<file path="config.mk">
export PLATFORM = sky130hd
export DESIGN_NAME = life_grid_generation_step_top
export DESIGN_NICKNAME = d
export VERILOG_FILES = /design/src/rtl/core/lgs_pkg.sv /design/src/rtl/core/lgs_cell_lane.sv /design/src/rtl/core/lgs_row_engine.sv /design/src/rtl/core/lgs_out_fifo.sv /design/src/rtl/core/life_grid_generation_step_top.sv
export SDC_FILE = /design/constraint.sdc
export NUM_CORES = 2
export LEC_CHECK = 0
export ABC_AREA = 1
export ABC_CLOCK_PERIOD_IN_PS = 4080
export BUFFER_PORTS_ARGS = -buffer_cell sky130_fd_sc_hd__buf_2
export CORE_MARGIN = 2
export CORE_UTILIZATION = 35
export CTS_CLUSTER_DIAMETER = 100
export DETAILED_ROUTE_END_ITERATION = 7
export PLACE_DENSITY = 0.61
export SETUP_SLACK_MARGIN = 0.5
export SKIP_LAST_GASP = 1
export SLEW_MARGIN = 20
export SYNTH_ARGS = -nofsm -noshare
export SYNTH_HDL_FRONTEND = slang
export SYNTH_SLANG_ARGS = --single-unit
</file>
<file path="constraint.sdc">
create_clock -name clk -period 4.08 [get_ports clk]
set_clock_uncertainty 0.2 [all_clocks]
set_input_delay 0.612 -clock clk [delete_from_list [all_inputs] [get_ports clk]]
set_output_delay 0.612 -clock clk [all_outputs]
set_load 0.03 [all_outputs]
</file>
<file path="src/rtl/core/lgs_pkg.sv">
// Shared constants, types and helpers for the life grid generation step.
package lgs_pkg;

  localparam int MAX_COLS   = 64;
  localparam int COL_W      = 7;
  localparam int NBR_W      = 4;
  localparam int FIFO_DEPTH = 4;
  localparam int PTR_W      = $clog2(FIFO_DEPTH);
  localparam int FCNT_W     = $clog2(FIFO_DEPTH + 1);

  // How many rows of the current grid are held in the row registers.
  localparam logic [1:0] HELD_NONE = 2'd0;
  localparam logic [1:0] HELD_ONE  = 2'd1;
  localparam logic [1:0] HELD_TWO  = 2'd2;

  typedef logic [MAX_COLS-1:0] row_t;

  typedef struct packed {
    logic done;
    row_t cells;
  } out_word_t;

  // Up to two result words written into the output queue in one cycle.
  typedef struct packed {
    logic [1:0] n;
    out_word_t  w0;
    out_word_t  w1;
  } push_t;

  // Bit c is set when column c is in use; counts above MAX_COLS act as MAX_COLS.
  function automatic row_t col_mask(input logic [COL_W-1:0] cols);
    row_t m;
    for (int c = 0; c < MAX_COLS; c++) begin
      m[c] = (COL_W'(c) < cols);
    end
    return m;
  endfunction

endpackage

</file>
<file path="src/rtl/core/lgs_cell_lane.sv">
// One cell of the B3/S23 rule: neighbor count and birth/survival decision.
module lgs_cell_lane (
  input  logic [2:0] up3,
  input  logic [2:0] mid3,
  input  logic [2:0] dn3,
  output logic       alive
);
  import lgs_pkg::*;

  logic [NBR_W-1:0] count;

  assign count = NBR_W'(up3[0]) + NBR_W'(up3[1]) + NBR_W'(up3[2])
               + NBR_W'(mid3[0]) + NBR_W'(mid3[2])
               + NBR_W'(dn3[0]) + NBR_W'(dn3[1]) + NBR_W'(dn3[2]);

  assign alive = (count == NBR_W'(3)) || (mid3[1] && (count == NBR_W'(2)));

endmodule

</file>
<file path="src/rtl/core/lgs_row_engine.sv">
// Next generation of one row: one cell lane per column, merged into a masked row.
module lgs_row_engine (
  input  lgs_pkg::row_t up,
  input  lgs_pkg::row_t mid,
  input  lgs_pkg::row_t dn,
  input  lgs_pkg::row_t mask,
  output lgs_pkg::row_t next
);
  import lgs_pkg::*;

  // Zero padding on both sides keeps neighbors from crossing the row edges.
  logic [MAX_COLS+1:0] up_pad;
  logic [MAX_COLS+1:0] mid_pad;
  logic [MAX_COLS+1:0] dn_pad;
  row_t                lane_out;

  assign up_pad  = {1'b0, up  & mask, 1'b0};
  assign mid_pad = {1'b0, mid & mask, 1'b0};
  assign dn_pad  = {1'b0, dn  & mask, 1'b0};

  for (genvar c = 0; c < MAX_COLS; c++) begin : g_lane
    lgs_cell_lane u_lane (
      .up3  (up_pad[c+2:c]),
      .mid3 (mid_pad[c+2:c]),
      .dn3  (dn_pad[c+2:c]),
      .alive(lane_out[c])
    );
  end

  assign next = lane_out & mask;

endmodule

</file>
<file path="src/rtl/core/lgs_out_fifo.sv">
// Small output queue that takes up to two result words per cycle.
module lgs_out_fifo (
  input  logic                       clk,
  input  logic                       rst,
  input  lgs_pkg::push_t             push,
  input  logic                       pop,
  output logic                       valid,
  output lgs_pkg::out_word_t         head,
  output logic                       room2,
  output logic [lgs_pkg::FCNT_W-1:0] count
);
  import lgs_pkg::*;

  out_word_t        mem [FIFO_DEPTH];
  logic [PTR_W-1:0] wr_ptr;
  logic [PTR_W-1:0] rd_ptr;
  logic             do_pop;

  assign valid  = (count != '0);
  assign do_pop = pop && valid;
  assign head   = mem[rd_ptr];
  assign room2  = (count <= FCNT_W'(FIFO_DEPTH - 2));

  always_ff @(posedge clk) begin
    if (push.n != 2'd0) begin
      mem[wr_ptr] <= push.w0;
    end
    if (push.n == 2'd2) begin
      mem[wr_ptr + PTR_W'(1)] <= push.w1;
    end
  end

  always_ff @(posedge clk) begin
    if (rst) begin
      wr_ptr <= '0;
      rd_ptr <= '0;
      count  <= '0;
    end else begin
      wr_ptr <= wr_ptr + PTR_W'(push.n);
      rd_ptr <= rd_ptr + PTR_W'(do_pop);
      count  <= count + FCNT_W'(push.n) - FCNT_W'(do_pop);
    end
  end

endmodule

</file>
<file path="src/rtl/core/life_grid_generation_step_top.sv">
// Top level of the life grid generation step: row registers, two row engines, output queue.
//
// Computes one generation of a B3/S23 life grid as it streams past. Rows of the
// current generation enter on the slave stream, top to bottom, one 64-bit word
// per row (bit c is column c, 1 alive), with tlast on the bottom row. Each
// next-generation row leaves on the master stream one row late: the row that
// arrives completes the row above it. The bottom row yields two words, the row
// above it and then the bottom row itself with tlast set, which also flushes the
// block for the next grid; a grid of a single row yields one word with tlast.
// Cells outside the grid count as dead and nothing wraps across row edges.
// Columns at or above grid_cols are ignored on input and read zero on output.
// Rate: one row per clock while the queue has room for two words. All 64 cell
// rules are evaluated side by side by two row engines, so a result word is
// written into a four-word output queue in the same cycle the row is taken, and
// it can leave in the next cycle. A row is taken whenever the queue has room for
// two words, so with the master side always ready the block never stalls; when
// the master side stalls, the queue takes three or four words before tready falls.
// grid_cols resets to 64 and is written on the cfg channel, which is always
// ready; write it only between grids.
module life_grid_generation_step_top (
  input  logic                      clk,
  input  logic                      rst,
  // Configuration write channel: grid_cols.
  input  logic                      cfg_valid,
  output logic                      cfg_ready,
  input  logic [lgs_pkg::COL_W-1:0] cfg_data,   // grid_cols
  // Row stream in.
  input  logic                      s_axis_tvalid,
  output logic                      s_axis_tready,
  input  logic [63:0]               s_axis_tdata,  // [63:0] row_cells
  input  logic                      s_axis_tlast,  // last_row
  // Next-generation stream out.
  output logic                      m_axis_tvalid,
  input  logic                      m_axis_tready,
  output logic [63:0]               m_axis_tdata,  // [63:0] next_cells
  output logic                      m_axis_tlast   // grid_done
);
  import lgs_pkg::*;

  logic [COL_W-1:0]  grid_cols;
  row_t              upper_row;
  row_t              middle_row;
  logic [1:0]        rows_held;
  row_t              mask;
  row_t              in_row;
  row_t              next_mid;
  row_t              next_last;
  logic              accept;
  push_t             push;
  out_word_t         head;
  logic              fifo_room2;
  logic [FCNT_W-1:0] fifo_count;

  assign cfg_ready = 1'b1;

  always_ff @(posedge clk) begin
    if (rst) begin
      grid_cols <= COL_W'(MAX_COLS);
    end else if (cfg_valid && cfg_ready) begin
      grid_cols <= cfg_data;
    end
  end

  assign mask          = col_mask(grid_cols);
  assign in_row        = s_axis_tdata & mask;
  assign s_axis_tready = fifo_room2;
  assign accept        = s_axis_tvalid && s_axis_tready;

  // Row above the incoming one, finished now that its lower neighbor is here.
  lgs_row_engine u_eng_mid (
    .up  (upper_row),
    .mid (middle_row),
    .dn  (in_row),
    .mask(mask),
    .next(next_mid)
  );

  // Incoming row as the bottom of the grid; middle_row is zero for a one-row grid.
  lgs_row_engine u_eng_last (
    .up  (middle_row),
    .mid (in_row),
    .dn  ('0),
    .mask(mask),
    .next(next_last)
  );

  always_comb begin
    push.w1 = '{done: 1'b1, cells: next_last};
    if (rows_held == HELD_NONE) begin
      push.w0 = '{done: 1'b1, cells: next_last};
      push.n  = (accept && s_axis_tlast) ? 2'd1 : 2'd0;
    end else begin
      push.w0 = '{done: 1'b0, cells: next_mid};
      push.n  = !accept ? 2'd0 : (s_axis_tlast ? 2'd2 : 2'd1);
    end
  end

  always_ff @(posedge clk) begin
    if (rst) begin
      upper_row  <= '0;
      middle_row <= '0;
      rows_held  <= HELD_NONE;
    end else if (accept) begin
      if (s_axis_tlast) begin
        upper_row  <= '0;
        middle_row <= '0;
        rows_held  <= HELD_NONE;
      end else if (rows_held == HELD_NONE) begin
        upper_row  <= '0;
        middle_row <= in_row;
        rows_held  <= HELD_ONE;
      end else begin
        upper_row  <= middle_row;
        middle_row <= in_row;
        rows_held  <= HELD_TWO;
      end
    end
  end

  lgs_out_fifo u_fifo (
    .clk  (clk),
    .rst  (rst),
    .push (push),
    .pop  (m_axis_tready),
    .valid(m_axis_tvalid),
    .head (head),
    .room2(fifo_room2),
    .count(fifo_count)
  );

  assign m_axis_tdata = head.cells;
  assign m_axis_tlast = head.done;

  // The queue never holds more words than it has entries.
  a_fifo_bound: assert property (@(posedge clk) disable iff (rst)
    fifo_count <= FCNT_W'(FIFO_DEPTH))
    else $error("output queue overflow");

  // A bottom row returns the row registers to the empty state.
  a_flush: assert property (@(posedge clk) disable iff (rst)
    (s_axis_tvalid && s_axis_tready && s_axis_tlast) |=> (rows_held == HELD_NONE))
    else $error("row registers not flushed after last row");

  // With no row held, both row registers are empty.
  a_empty_rows: assert property (@(posedge clk) disable iff (rst)
    (rows_held == HELD_NONE) |-> (upper_row == '0 && middle_row == '0))
    else $error("stale row data with no row held");

  // Only one row held means no row above it yet.
  a_one_row: assert property (@(posedge clk) disable iff (rst)
    (rows_held == HELD_ONE) |-> (upper_row == '0))
    else $error("upper row set with a single row held");

endmodule
</file>
==> results.yml <==
outcome:
  status: "complete, but fails checks"
  violations: "setup timing"
clock_tree:
  clock_sinks: 404
  cts-root-buf: "clkbuf_16"
  cts_hold_buf: 0
  cts.htree.levels: 2
  insertion_delay_ps: 630
  numCtsBuffers: 50
  cts_tree: "yes"
  cts.reportedPaths.clkPinSlew_ps: 60
  cts_max_path_buffers: 3
timing:
  post-route-min-period_ps: 4340
  tightest_slew_ps: 1200
  finalCritPeriodShare_pct: 106
  timing.slew.headroom_pct: 19.9
  setup_viol: 227
  setup_ws_ps: -258
  drv_slew: 0
  fin_setup_tns_ps: -26880
  max_freq_mhz: 230
  hold_viol_final: 0
  rsz0062_at_grt: "true"
die:
  die_w_microns: 337
  rows: 122
  ios: 145
  core_sq_um: 110000
  initial_core_util_pct: 35.2
  dieArea_sq_um: 114000
  die_h_microns: 337
pwr:
  pwr-share-seq_pct: 27.6
  p_int_mw: 10.3
  p_per_area_nw_per_um2: 343
  swShare_pct: 42.6
  ir_drop_mv: 0.281
  p_leak_nw: 26.8
  comb_power_share_pct: 45.0
  clockPowerShare_pct: 27.4
  switching_power_mw: 7.65
logic_synthesis:
  synth_area_per_cell_sq_um: 7.38
  async_reset_ff_share_pct: 0
  ys_seq_elements: 404
  synth_edf_count: 256
  synth_cell_types: 45
  post_synth_instance_area_sq_um: 38800
  yosys_warnings: 0
  synth_ff_type: "edfxtp_1"
  synth_cells: 5258
  synth_fp_nets: 5975
  ys_seq_area_share_pct: 27.4
critical_path:
  crit_family: "adder cells"
  worstSetupPathType: "reg -> reg"
  critPathRequiredTime_ps: 4260
  path_max_fanout: 5
  slowest_delay_ps: 540
  endpoint_kind: "flip-flop"
  crit_path_start_kind: "flip-flop"
  path_common_cell: "nand2_1"
  path_cells: "buf_6 -> nor2_4 -> o21ai_4 -> buf_6 -> buf_6 -> nand2_4 -> nor2_4 -> buf_4 -> buf_6 -> nand3_2 -> nand2_1 -> inv_1 -> ha_1 -> inv_1 -> fa_1 -> fa_2 -> fa_2 -> nor3_2 -> nand2_1 -> nor2_1 -> nand2_1 -> nand2_2 -> nand2_1 -> nand2_1"
  cp_slowest_cell: "fa_2"
  cp.arrival_ps: 4510
  worst-path-buf-inv: 7
final_layout:
  instances_no_fill: 7640
  final_common_cell: "nand2_1"
  final_nets: 6823
  nFillCells: 10700
  seq_area_sq_um: 10700
  multi_input_area_sq_um: 26300
  postLayoutCellArea_sq_um: 52300
  area_growth_syn_to_layout_pct: 34.8
  layout_common_cells: "nand2_1, inv_1, buf_4, nor2_1, ha_1"
  drive_above_1_share_pct: 28.1
global_routing:
  antenna_found_initial: 12
  grt-ovfl-total: 0
  grt_pass1_vias: 37500
  grt_max_degree: 74
  grt_pass1_wl_microns: 204000
  grt_usage_pct: 22.9
routing:
  drt-total-wl_microns: 131000
  ant_nets: 0
  drc: 0
  wl_per_cell_microns: 17.2
  drtIter0Drc: 2614
  viasPerCell: 4.92
  via_count: 37600
  dr.pass1.iters: 8
place:
  place_worst_setup_slack_ps: -455
  dpl_cell_area_sq_um: 46500
  dpl.hpwl_microns: 94700
  port_buffers: 143
  place_congestion: 0.877
  placed_cells: 7369
hold_path:
  hold_class: "in -> reg"
run:
  maxCapViolCount: 0
what timing repair did:
item	4_1_cts	5_1_grt
buffers inserted	101	70
setup endpoints to repair	298	316
endpoints found under the hold margin	0	0
gates resized for setup	427	337
pin swaps	131	191
gates cloned	2	0
power groups by stage:
stage          Combinational, mW  Clock, mW  Sequential, mW
4_1_cts                     7.79       4.95            4.95
6_report                    8.07       4.91            4.96
3_3_place_gp                7.31          0            5.03
5_1_grt                     8.88       5.11            4.99
2_1_floorplan               4.66          0            4.93
3_5_place_dp                7.48          0            5.03
through the flow:
stage | power [mW] | util [%] | hold slack [ps]
2_1_floorplan | 9.59 | - | 251
3_3_place_gp | 12.3 | 42.2 | 267
3_5_place_dp | 12.5 | 42.2 | 271
4_1_cts | 17.7 | 45.8 | 114
5_1_grt | 19.0 | 47.4 | 162
6_report | 17.9 | 47.4 | 152
synth_stat cells, types with 3 or more instances:
cell type	instances	area, sq um
nand2_2	3	18.8
or2_2	3	18.8
nor2_2	8	50.1
o21ai_0	216	1080
o22ai_1	65	407
nor3_1	45	225
a21oi_1	76	380
nor4_1	3	18.8
nand3_1	162	811
a21boi_0	5	37.5
inv_1	1066	4000
edfxtp_1	256	7690
buf_4	6	45.0
a31oi_1	7	43.8
xnor2_1	12	105
o2111ai_1	13	114
xor2_1	3	26.3
nor3_2	3	30.0
buf_1	16	60.1
dfxtp_1	148	2960
nand2_1	1610	6040
clkbuf_1	96	360
o21bai_1	5	37.5
buf_2	48	240
ha_1	313	3920
nand3b_1	16	120
a22oi_1	68	510
and2_1	5	31.3
a31o_2	16	140
nand4_1	17	106
o21ai_1	9	45.0
inv_2	5	18.8
nor3b_1	25	188
nor2_1	523	1960
o211ai_1	28	210
and3_1	20	125
fa_1	327	6550
cell type report:
type                            instances  area share (%)
Clock inverter                         33           0.837
Timing Repair inverter                  1          0.0144
Timing Repair Buffer                  962            14.6
Inverter                             1073            7.86
Sequential cell                       404            20.4
Tap cell                             1488            3.56
Clock buffer                           61            2.55
Multi-Input combinational cell       3614            50.2
Antenna cell                            4          0.0191
cells by family (layout without fill, tap and decap cells):
family          count (synthesis)  count (layout)  synth area share [%]
compound gates                511             511                  7.81
xor+xnor                       15              15                 0.338
fa+ha+maj                     640             640                  27.0
buf+inv                      1240            2130                  12.2
flops                         404             404                  27.4
other cells                     1               5               0.00966
simple gates                 2447            2447                  25.2
layer usage:
| layer | routed length (microns) | global-route usage, % | up-vias | part of all wire, % |
|---|---|---|---|---|
| met5 | 28 | 0 | - | 0.021 |
| met4 | 4340 | 7.48 | 6 | 3.3 |
| met3 | 10200 | 2.99 | 259 | 7.7 |
| met2 | 62300 | 38.7 | 1338 | 47 |
| met1 | 54600 | 30.2 | 18000 | 42 |
| li1 | - | - | 18000 | - |
sequential cells by signal (all words and copies together) (netlist names):
register and count:
grid_cols 7, upper_row 64, u_fifo.mem 260, rows_held 2
u_fifo.wr_ptr 2, u_fifo.rd_ptr 2, middle_row 64, u_fifo.count 3
worst paths after layout:
kind,to,slack (ps),start,cells past startpoint
setup / recovery,u_fifo.mem[2][40],-260,grid_cols[3],24
hold / removal,grid_cols[6],150,cfg_valid,2
setup reg to reg,u_fifo.mem[2][40],-260,grid_cols[3],24
hold reg to reg,middle_row[34],280,middle_row[34],2
No activity file was read; power rests on OpenSTA's default activity.
